### config.mk
export PLATFORM = sky130hd
export DESIGN_NAME = distributed_mutex_node_top
export DESIGN_NICKNAME = d
export VERILOG_FILES = /design/src/hw/rtl/dmn_pkg.sv /design/src/hw/rtl/dmn_front.sv /design/src/hw/rtl/dmn_cmdq.sv /design/src/hw/rtl/dmn_back.sv /design/src/hw/rtl/distributed_mutex_node_top.sv
export SDC_FILE = /design/constraint.sdc
export NUM_CORES = 1
export LEC_CHECK = 0
export ABC_CLOCK_PERIOD_IN_PS = 9540
export BUFFER_PORTS_ARGS = -buffer_cell sky130_fd_sc_hd__buf_4
export CORE_ASPECT_RATIO = 1.75
export CORE_UTILIZATION = 40
export CTS_CLUSTER_DIAMETER = 100
export DETAILED_ROUTE_END_ITERATION = 8
export PLACE_DENSITY = 0.56
export SYNTH_ARGS = -nofsm -noshare
export SYNTH_HDL_FRONTEND = slang
export SYNTH_SLANG_ARGS = --single-unit
### constraint.sdc
create_clock -name i_clk -period 9.54 [get_ports i_clk]
set_input_delay 0 -clock i_clk [delete_from_list [all_inputs] [get_ports i_clk]]
set_output_delay 0 -clock i_clk [all_outputs]
set_load 0.03 [all_outputs]
### src/hw/rtl/dmn_pkg.sv
// ============================================================================
// dmn_pkg - shared types and constants for the distributed mutex node
// Node sizing, opcode and message codes, and the command word passed from
// the front end to the back end through the command queue.
// ============================================================================
package dmn_pkg;

    localparam int MAX_NODE_COUNT = 16;
    localparam int SEQ_BITS       = 16;

    // Fixed field widths of the ports
    localparam int OP_W   = 2;
    localparam int ID_W   = 5;
    localparam int SEQ_W  = 16;
    localparam int KIND_W = 2;
    localparam int CFG_W  = 5;

    localparam int CNT_W  = $clog2(MAX_NODE_COUNT);
    localparam int QDEPTH = 2;
    localparam int QPTR_W = (QDEPTH > 1) ? $clog2(QDEPTH) : 1;

    localparam logic [32:0] SEQ_MAX_W = (33'd1 << SEQ_BITS) - 33'd1;
    localparam logic [SEQ_BITS-1:0] SEQ_MAX = SEQ_BITS'(SEQ_MAX_W);

    // Operation codes
    localparam logic [OP_W-1:0] OP_LREQ = 2'd0;
    localparam logic [OP_W-1:0] OP_IREQ = 2'd1;
    localparam logic [OP_W-1:0] OP_IREP = 2'd2;
    localparam logic [OP_W-1:0] OP_LREL = 2'd3;

    // Message kinds
    localparam logic [KIND_W-1:0] MSG_REQUEST = 2'd0;
    localparam logic [KIND_W-1:0] MSG_REPLY   = 2'd1;
    localparam logic [KIND_W-1:0] MSG_GRANT   = 2'd2;

    // Config register indexes
    localparam logic CFG_NODE_COUNT = 1'b0;
    localparam logic CFG_OWN_ID     = 1'b1;

    localparam logic [CFG_W-1:0] NODE_COUNT_RST = 5'd4;
    localparam logic [CFG_W-1:0] OWN_ID_RST     = 5'd1;

    // Classified word from front to back
    typedef struct packed {
        logic [OP_W-1:0]           op;
        logic                      sender_ok;
        logic [ID_W-1:0]           sender;
        logic [SEQ_BITS-1:0]       seq;
        logic [ID_W-1:0]           own_id;
        logic [CNT_W-1:0]          peers;      // node count minus one
        logic [MAX_NODE_COUNT-1:0] sender_bit;
        logic [MAX_NODE_COUNT-1:0] bcast_mask; // ids that get a request
        logic [MAX_NODE_COUNT-1:0] flush_mask; // ids that may get a reply
    } t_cmd;

    function automatic logic [SEQ_BITS-1:0] seq_clamp(input logic [SEQ_W-1:0] s);
        if (33'(s) > SEQ_MAX_W) begin
            return SEQ_MAX;
        end
        return SEQ_BITS'(s);
    endfunction

endpackage

### src/hw/rtl/dmn_front.sv
// ============================================================================
// dmn_front - config registers and input word classification
// Holds node_count/own_id, checks the sender and builds the id masks.
// ============================================================================
module dmn_front (
    input  logic                       i_clk,
    input  logic                       i_rst_n,
    input  logic                       i_cfg_we,
    input  logic                       i_cfg_index,
    input  logic [dmn_pkg::CFG_W-1:0]  i_cfg_wdata,
    input  logic [dmn_pkg::OP_W-1:0]   i_operation,
    input  logic [dmn_pkg::ID_W-1:0]   i_sender_id,
    input  logic [dmn_pkg::SEQ_W-1:0]  i_sequence_number,
    output dmn_pkg::t_cmd              o_cmd
);
    import dmn_pkg::*;

    logic [CFG_W-1:0] r_node_count;
    logic [CFG_W-1:0] r_own_id;

    logic [ID_W-1:0]             eff_n;
    logic [MAX_NODE_COUNT:0]     range_wide;
    logic [MAX_NODE_COUNT-1:0]   range_mask;
    logic [MAX_NODE_COUNT-1:0]   own_bit;
    logic                        own_in_range;

    always_ff @(posedge i_clk) begin
        if (!i_rst_n) begin
            r_node_count <= NODE_COUNT_RST;
            r_own_id     <= OWN_ID_RST;
        end else if (i_cfg_we) begin
            case (i_cfg_index)
                CFG_NODE_COUNT: r_node_count <= i_cfg_wdata;
                CFG_OWN_ID:     r_own_id     <= i_cfg_wdata;
                default:        ;
            endcase
        end
    end

    always_comb begin
        // clamp node count to 2..MAX
        if (r_node_count < ID_W'(2)) begin
            eff_n = ID_W'(2);
        end else if (r_node_count > ID_W'(MAX_NODE_COUNT)) begin
            eff_n = ID_W'(MAX_NODE_COUNT);
        end else begin
            eff_n = r_node_count;
        end

        range_wide   = ((MAX_NODE_COUNT+1)'(1) << eff_n) - (MAX_NODE_COUNT+1)'(1);
        range_mask   = range_wide[MAX_NODE_COUNT-1:0];
        own_in_range = (r_own_id != '0) && (r_own_id <= eff_n);
        own_bit      = (r_own_id != '0) ?
                       (MAX_NODE_COUNT'(1) << (r_own_id - ID_W'(1))) : '0;

        o_cmd.op         = i_operation;
        o_cmd.sender     = i_sender_id;
        o_cmd.seq        = seq_clamp(i_sequence_number);
        o_cmd.own_id     = r_own_id;
        o_cmd.peers      = CNT_W'(eff_n - ID_W'(1));
        o_cmd.sender_ok  = (i_sender_id != '0) && (i_sender_id <= eff_n) &&
                           (i_sender_id != r_own_id);
        o_cmd.sender_bit = (i_sender_id != '0) ?
                           (MAX_NODE_COUNT'(1) << (i_sender_id - ID_W'(1))) : '0;
        o_cmd.flush_mask = range_mask & ~own_bit;
        // own id outside the node range: top id is dropped, n-1 requests only
        o_cmd.bcast_mask = own_in_range ? (range_mask & ~own_bit) :
                           (range_mask & ~(MAX_NODE_COUNT'(1) << (eff_n - ID_W'(1))));
    end

endmodule

### src/hw/rtl/dmn_cmdq.sv
// ============================================================================
// dmn_cmdq - command queue between front and back end
// Small register FIFO of classified words; full drives the input stall.
// ============================================================================
module dmn_cmdq (
    input  logic          i_clk,
    input  logic          i_rst_n,
    input  logic          i_push,
    input  dmn_pkg::t_cmd i_cmd,
    output logic          o_full,
    input  logic          i_pop,
    output logic          o_valid,
    output dmn_pkg::t_cmd o_cmd
);
    import dmn_pkg::*;

    localparam int CNT_QW = $clog2(QDEPTH + 1);

    t_cmd              r_mem [QDEPTH];
    logic [QPTR_W-1:0] r_wp;
    logic [QPTR_W-1:0] r_rp;
    logic [CNT_QW-1:0] r_cnt;

    logic do_push;
    logic do_pop;

    assign o_full  = (r_cnt == CNT_QW'(QDEPTH));
    assign o_valid = (r_cnt != '0);
    assign o_cmd   = r_mem[r_rp];
    assign do_push = i_push && !o_full;
    assign do_pop  = i_pop && o_valid;

    always_ff @(posedge i_clk) begin
        if (do_push) begin
            r_mem[r_wp] <= i_cmd;
        end
    end

    always_ff @(posedge i_clk) begin
        if (!i_rst_n) begin
            r_wp  <= '0;
            r_rp  <= '0;
            r_cnt <= '0;
        end else begin
            if (do_push) begin
                r_wp <= (r_wp == QPTR_W'(QDEPTH - 1)) ? '0 : r_wp + QPTR_W'(1);
            end
            if (do_pop) begin
                r_rp <= (r_rp == QPTR_W'(QDEPTH - 1)) ? '0 : r_rp + QPTR_W'(1);
            end
            case ({do_push, do_pop})
                2'b10:   r_cnt <= r_cnt + CNT_QW'(1);
                2'b01:   r_cnt <= r_cnt - CNT_QW'(1);
                default: ;
            endcase
        end
    end

endmodule

### src/hw/rtl/dmn_back.sv
// ============================================================================
// dmn_back - protocol state and message sequencer
// Executes one queued word at a time; broadcasts and flushes walk the id mask
// one id per cycle into the output register, holding on a stalled target id.
// ============================================================================
module dmn_back (
    input  logic                        i_clk,
    input  logic                        i_rst_n,
    input  logic                        i_q_valid,
    input  dmn_pkg::t_cmd               i_cmd,
    output logic                        o_pop,
    output logic                        o_valid,
    input  logic                        i_stall,
    output logic [dmn_pkg::KIND_W-1:0]  o_message_kind,
    output logic [dmn_pkg::ID_W-1:0]    o_destination_id,
    output logic [dmn_pkg::SEQ_W-1:0]   o_request_value,
    output logic                        o_last
);
    import dmn_pkg::*;

    typedef enum logic {S_IDLE, S_SCAN} t_state;

    t_state                    r_state, n_state;
    logic                      r_req, n_req;
    logic [SEQ_BITS-1:0]       r_own, n_own;
    logic [SEQ_BITS-1:0]       r_hs, n_hs;
    logic [CNT_W-1:0]          r_pend, n_pend;
    logic [MAX_NODE_COUNT-1:0] r_defer, n_defer;
    logic [MAX_NODE_COUNT-1:0] r_mask, n_mask;
    logic [ID_W-1:0]           r_dest, n_dest;
    logic [KIND_W-1:0]         r_kind, n_kind;
    logic [SEQ_W-1:0]          r_sval, n_sval;
    logic                      r_out_valid, n_out_valid;
    logic [KIND_W-1:0]         r_o_kind, n_o_kind;
    logic [ID_W-1:0]           r_o_dest, n_o_dest;
    logic [SEQ_W-1:0]          r_o_val, n_o_val;
    logic                      r_o_last, n_o_last;

    logic                slot_free;
    logic                pop;
    logic                scan_end;
    logic                defer;
    logic [SEQ_BITS-1:0] new_own;

    assign slot_free = !r_out_valid || !i_stall;
    assign scan_end  = (r_mask[MAX_NODE_COUNT-1:1] == '0);
    assign new_own   = (r_hs == SEQ_MAX) ? SEQ_MAX : r_hs + SEQ_BITS'(1);
    assign defer     = r_req && ((i_cmd.seq > r_own) ||
                       ((i_cmd.seq == r_own) && (i_cmd.sender > i_cmd.own_id)));

    always_comb begin
        n_state     = r_state;
        n_req       = r_req;
        n_own       = r_own;
        n_hs        = r_hs;
        n_pend      = r_pend;
        n_defer     = r_defer;
        n_mask      = r_mask;
        n_dest      = r_dest;
        n_kind      = r_kind;
        n_sval      = r_sval;
        n_out_valid = r_out_valid && i_stall;
        n_o_kind    = r_o_kind;
        n_o_dest    = r_o_dest;
        n_o_val     = r_o_val;
        n_o_last    = r_o_last;
        pop         = 1'b0;

        case (r_state)
            S_IDLE: begin
                if (i_q_valid && slot_free) begin
                    pop = 1'b1;
                    case (i_cmd.op)
                        OP_LREQ: begin
                            if (!r_req) begin
                                n_req   = 1'b1;
                                n_own   = new_own;
                                n_pend  = i_cmd.peers;
                                n_mask  = i_cmd.bcast_mask;
                                n_dest  = ID_W'(1);
                                n_kind  = MSG_REQUEST;
                                n_sval  = SEQ_W'(new_own);
                                n_state = S_SCAN;
                            end
                        end
                        OP_IREQ: begin
                            if (i_cmd.sender_ok) begin
                                if (i_cmd.seq > r_hs) begin
                                    n_hs = i_cmd.seq;
                                end
                                if (defer) begin
                                    n_defer = r_defer | i_cmd.sender_bit;
                                end else begin
                                    n_out_valid = 1'b1;
                                    n_o_kind    = MSG_REPLY;
                                    n_o_dest    = i_cmd.sender;
                                    n_o_val     = '0;
                                    n_o_last    = 1'b1;
                                end
                            end
                        end
                        OP_IREP: begin
                            if (i_cmd.sender_ok && r_req && (r_pend != '0)) begin
                                n_pend = r_pend - CNT_W'(1);
                                if (r_pend == CNT_W'(1)) begin
                                    n_out_valid = 1'b1;
                                    n_o_kind    = MSG_GRANT;
                                    n_o_dest    = '0;
                                    n_o_val     = '0;
                                    n_o_last    = 1'b1;
                                end
                            end
                        end
                        OP_LREL: begin
                            if (r_req) begin
                                n_req   = 1'b0;
                                n_pend  = '0;
                                n_defer = '0;
                                n_mask  = r_defer & i_cmd.flush_mask;
                                n_dest  = ID_W'(1);
                                n_kind  = MSG_REPLY;
                                n_sval  = '0;
                                if ((r_defer & i_cmd.flush_mask) != '0) begin
                                    n_state = S_SCAN;
                                end
                            end
                        end
                        default: ;
                    endcase
                end
            end
            S_SCAN: begin
                if (!r_mask[0] || slot_free) begin
                    if (r_mask[0]) begin
                        n_out_valid = 1'b1;
                        n_o_kind    = r_kind;
                        n_o_dest    = r_dest;
                        n_o_val     = r_sval;
                        n_o_last    = scan_end;
                    end
                    n_mask = r_mask >> 1;
                    n_dest = r_dest + ID_W'(1);
                    if (scan_end) begin
                        n_state = S_IDLE;
                    end
                end
            end
            default: n_state = S_IDLE;
        endcase
    end

    always_ff @(posedge i_clk) begin
        if (!i_rst_n) begin
            r_state     <= S_IDLE;
            r_req       <= 1'b0;
            r_own       <= '0;
            r_hs        <= '0;
            r_pend      <= '0;
            r_defer     <= '0;
            r_out_valid <= 1'b0;
        end else begin
            r_state     <= n_state;
            r_req       <= n_req;
            r_own       <= n_own;
            r_hs        <= n_hs;
            r_pend      <= n_pend;
            r_defer     <= n_defer;
            r_out_valid <= n_out_valid;
            r_mask      <= n_mask;
            r_dest      <= n_dest;
            r_kind      <= n_kind;
            r_sval      <= n_sval;
            r_o_kind    <= n_o_kind;
            r_o_dest    <= n_o_dest;
            r_o_val     <= n_o_val;
            r_o_last    <= n_o_last;
        end
    end

    assign o_pop            = pop;
    assign o_valid          = r_out_valid;
    assign o_message_kind   = r_o_kind;
    assign o_destination_id = r_o_dest;
    assign o_request_value  = r_o_val;
    assign o_last           = r_o_last;

endmodule

### src/hw/rtl/distributed_mutex_node_top.sv
// ============================================================================
// distributed_mutex_node_top - one node of Ricart-Agrawala mutual exclusion
// Front end classifies input words, a short command queue decouples it from
// the back end that holds protocol state and sequences outgoing messages.
// ============================================================================
//
//  channel   | handshake           | payload
//  ----------+---------------------+---------------------------------------
//  input     | i_valid / o_stall   | i_operation, i_sender_id,
//            |                     | i_sequence_number
//  output    | o_valid / i_stall   | o_message_kind, o_destination_id,
//            |                     | o_request_value, o_last
//  config    | i_cfg_we            | i_cfg_index, i_cfg_wdata
//
//  A word producing at most one message needs no id scan in the back end.
//  A local request, or a release with deferred replies, is dispatched and
//  then walks the id mask one id per cycle, pausing at a target id while the
//  output stalls, up to its highest target id (back-end id scanner).
//  Input words are taken while the queue has room, up to 2 ahead of the back.
//  Reset (synchronous, active low) clears protocol state, queue and output.
//  Output stall holds the output register and pauses the scanner at a target id.
//
module distributed_mutex_node_top (
    input  logic                        i_clk,
    input  logic                        i_rst_n,
    // config port
    input  logic                        i_cfg_we,
    input  logic                        i_cfg_index,
    input  logic [dmn_pkg::CFG_W-1:0]   i_cfg_wdata,
    // input word
    input  logic                        i_valid,
    output logic                        o_stall,
    input  logic [dmn_pkg::OP_W-1:0]    i_operation,
    input  logic [dmn_pkg::ID_W-1:0]    i_sender_id,
    input  logic [dmn_pkg::SEQ_W-1:0]   i_sequence_number,
    // output word
    output logic                        o_valid,
    input  logic                        i_stall,
    output logic [dmn_pkg::KIND_W-1:0]  o_message_kind,
    output logic [dmn_pkg::ID_W-1:0]    o_destination_id,
    output logic [dmn_pkg::SEQ_W-1:0]   o_request_value,
    output logic                        o_last
);
    import dmn_pkg::*;

    t_cmd front_cmd;   // classified input word
    t_cmd q_cmd;       // head of queue
    logic q_full;
    logic q_valid;
    logic q_pop;

    // Front: config registers, sender check, id masks
    dmn_front u_front (
        .i_clk             (i_clk),
        .i_rst_n           (i_rst_n),
        .i_cfg_we          (i_cfg_we),
        .i_cfg_index       (i_cfg_index),
        .i_cfg_wdata       (i_cfg_wdata),
        .i_operation       (i_operation),
        .i_sender_id       (i_sender_id),
        .i_sequence_number (i_sequence_number),
        .o_cmd             (front_cmd)
    );

    // Queue: a word is accepted when valid and the queue is not full
    dmn_cmdq u_cmdq (
        .i_clk   (i_clk),
        .i_rst_n (i_rst_n),
        .i_push  (i_valid),
        .i_cmd   (front_cmd),
        .o_full  (q_full),
        .i_pop   (q_pop),
        .o_valid (q_valid),
        .o_cmd   (q_cmd)
    );

    assign o_stall = q_full;

    // Back: protocol state, broadcast/flush sequencer, output register
    dmn_back u_back (
        .i_clk            (i_clk),
        .i_rst_n          (i_rst_n),
        .i_q_valid        (q_valid),
        .i_cmd            (q_cmd),
        .o_pop            (q_pop),
        .o_valid          (o_valid),
        .i_stall          (i_stall),
        .o_message_kind   (o_message_kind),
        .o_destination_id (o_destination_id),
        .o_request_value  (o_request_value),
        .o_last           (o_last)
    );

endmodule

==> results.sh <==
export IMPL_hold_path_class="in2reg"
export IMPL_finalInstanceArea_um2=16400
export IMPL_p_int_w=0.00269
export IMPL_fmax_ghz=0.233
export IMPL_start_kind="register"
export IMPL_first_global_vias=10000
export IMPL_ctsResizeCount=0
export IMPL_ys_ff_latch=294
export IMPL_vias_per_cell=5.47
export IMPL_final_period_utilization_pct=45.0
export IMPL_ctsRootBufferMaster="clkbuf_16"
export IMPL_clock_skew_ns=0.0121
export IMPL_cts_tree="built"
export IMPL_cts_num_sinks=294
export IMPL_n_fill_cell=3258
export IMPL_r2r_cells=9
export IMPL_synth_distinct_cells=69
export IMPL_core_um2=35200
export IMPL_seq_area_um2=8130
export IMPL_finalSetupViolations=0
export IMPL_ant_nets=0
export IMPL_die_area_um2=36400
export IMPL_grt_overflow=0
export IMPL_clk_latency_ns=0.56
export IMPL_vias=9830
export IMPL_ys_warn_count=0
export IMPL_relSlewSlack_pct=22.9
export IMPL_htreeDepth=1
export IMPL_synth_top_area_share_pct=47.2
export IMPL_leakage_nw=5.68
export IMPL_port_buffers=59
export IMPL_post_route_min_period_ns=4.29
export IMPL_status="finished clean"
export IMPL_routed_wl_mm=37.4
export IMPL_grt_pass1_wl_mm=57.2
export IMPL_grt_max_degree=72
export IMPL_peakVddDrop_v=0.000108
export IMPL_crit_fanout=48
export IMPL_seq_area_frac_synth_pct=57.1
export IMPL_nets=1407
export IMPL_ys_flop_type="edfxtp_1"
export IMPL_tns_ns=0
export IMPL_multi_input_area_um2=5620
export IMPL_cts_made_buffers=29
export IMPL_die_w_um=145
export IMPL_power_density_nw_per_um2=242
export IMPL_hold_viol_final=0
export IMPL_fp_dieH_um=252
export IMPL_dr_pass1_iters=4
export IMPL_avgSynthCellArea_um2=11.5
export IMPL_switchingPower_w=0.00129
export IMPL_start_util_pct=40.5
export IMPL_cts_setup_buffers=0
export IMPL_synthArstFlopShare_pct=0
export IMPL_wl_per_cell_um=20.8
export IMPL_layout_drive_gt1_share_pct=13.4
export IMPL_syn_area_um2=14200
export IMPL_rsz0062_at_grt="no"
export IMPL_synth_largest_area_cell="edfxtp_1"
export IMPL_antenna_cells=0
export IMPL_cp_data_arrival_time_ns=4.73
export IMPL_holdPathStages=2
export IMPL_cts_hold_buffers_added=40
export IMPL_synthTopCellsByArea="edfxtp_1 (47%), dfxtp_1 (9.8%), ha_1 (5.5%)"
export IMPL_syn_inst=1243
export IMPL_whs_ns=0.0418
export IMPL_drv_slew=0
export IMPL_grt_usage_pct=21.1
export IMPL_syn_nets=1340
export IMPL_switching_share_pct=32.4
export IMPL_drtIter0Drc=339
export IMPL_combPwrFrac_pct=26.6
export IMPL_worst_slew_pin_slew_ns=1.15
export IMPL_area_delta_synth_final_pct=15.3
export IMPL_gp_congestion=0.895
export IMPL_max_cap_violations=0
export IMPL_synth_edff_count=224
export IMPL_place_area_um2=15000
export IMPL_path_class="reg2reg"
export IMPL_clk_pin_slew_worst_paths_ns=0.07
export IMPL_clock_path_buffers=3
export IMPL_required_ns=9.98
export IMPL_rows=91
export IMPL_drc=0
export IMPL_pwr_share_seq_pct=43.4
export IMPL_dp_hpwl_mm=27.2
export IMPL_antenna_found_initial=0
export IMPL_clkPwrFrac_pct=30.0
export IMPL_end_kind="register"
export IMPL_io_pins=60
-- synth_stat cells (16+ instances only) --
cell type / number
xnor2_1: 16
nand2_1: 82
nor3_1: 40
inv_1: 46
edfxtp_1: 224
ha_1: 63
o31ai_1: 17
nand3_1: 90
clkbuf_1: 38
dfxtp_1: 70
buf_2: 20
o21ai_0: 52
mux2i_1: 49
and2_1: 21
nor2_1: 104
o2111ai_1: 16
a31oi_1: 21
mux2_2: 39
a21oi_1: 54
-- cells in the final DEF, fill, tap and decap left out, types with 4 or more instances in the layout --
cell and count:
edfxtp_1 224, nor2_1 103, nand3_1 90, nand2_1 82, dfxtp_1 68, buf_4 67, ha_1 62, a21oi_1 54
o21ai_0 52, mux2i_1 49, inv_1 46, nor3_1 40, dlygate4sd3_1 40, mux2_2 39, clkbuf_16 29, and2_1 21
a31oi_1 20, o31ai_1 17, xnor2_1 16, o2111ai_1 16, nand4_1 12, nor2b_1 11, xor2_1 11, nand2b_1 10
a211oi_1 10, nor4_1 10, o21a_1 9, or3_1 8, a22oi_1 8, clkinv_1 7, a311oi_1 6, nand3b_1 5
a21o_1 5, o22ai_1 5, o311a_1 4, a221oi_1 4, clkinvlp_4 4, bufinv_16 4
-- flip-flops by register name (all words and copies together), names as in the netlist, 2 cells and up, named ones only --
register and count:
u_back.r_pend 4, u_back.r_mask 16, u_back.r_hs 16, u_cmdq.r_mem 162, u_back.r_dest 5, u_back.r_own 16, u_back.r_sval 16, u_back.o_destination_id 5
u_back.r_defer 16, u_back.o_message_kind 2, u_front.r_node_count 5, u_front.r_own_id 5, u_cmdq.r_cnt 2, u_back.o_request_value 16
-- routing by layer --
layer  GRT usage [%]  wire length, µm  vias up  share of wire [%]
li1                -                -     4790                  -
met1            20.2            12900     4719                 34
met2            41.2            20900      219                 56
met3            2.22             1060      102                2.8
met4            13.7             2580        0                6.9
met5               0                0        -                  0
-- cell families after synthesis --
kind of cell	after synthesis	share of synthesized area, %
AND/OR/NAND/NOR	409	13.9
multiplexers	89	6.63
adder cells (fa/ha/maj)	63	5.53
buffers and inverters	120	3.71
flip-flops	294	57.1
AO/OA/AOI/OAI	241	11.5
XOR/XNOR	27	1.66
-- critical path, stage by stage, from the launching register on --
cell	delay, ns
dfxtp_4	0.72
buf_4	0.69
mux2_2	0.43
ha_1	0.32
nand4_1	0.12
o21a_1	0.20
o221ai_2	0.63
nand2_1	0.55
o2111ai_1	0.36
nand3_1	0.11
-- stage by stage --
step	std cells	utilization, %	power (W)	setup slack (ns)
2_1_floorplan	1243	-	0.00249	5.00
3_3_place_gp	1704	42.7	0.00279	5.38
3_5_place_dp	1704	42.7	0.00281	5.24
4_1_cts	1797	46.7	0.00402	5.22
5_1_grt	1797	46.7	0.00418	4.94
6_report	1797	46.7	0.00398	5.25
-- power groups by stage --
stage,clock network [W],registers [W],logic [W]
after CTS,0.00122,0.00173,0.00107
final,0.00119,0.00172,0.00106
after global routing,0.00126,0.00174,0.00118
after floorplan,0,0.00172,0.000773
after detailed placement,0,0.00175,0.00105
after global placement,0,0.00175,0.00104
-- path summary, 6_finish.rpt --
check / from / end / slack (ns)
setup / recovery: register / u_back.r_defer[3]$_SDFFE_PN0P_ / 5.25
hold / removal: i_rst_n / u_back.r_state$_SDFF_PN0_ / 0.04
setup reg to reg: register / u_back.r_defer[3]$_SDFFE_PN0P_ / 5.25
hold reg to reg: u_back.r_own[12]$_SDFFE_PN0P_ / u_back.r_own[12]$_SDFFE_PN0P_ / 0.49
-- cell type report --
class	count	share of cell area, %
flip-flops and latches	294	49.5
well taps	465	3.54
inverters	49	1.12
multi-input cells	829	34.2
repair buffers	107	5.50
clock buffers	32	4.67
clock inverters	21	1.40
(Power assumes the default switching activity.)
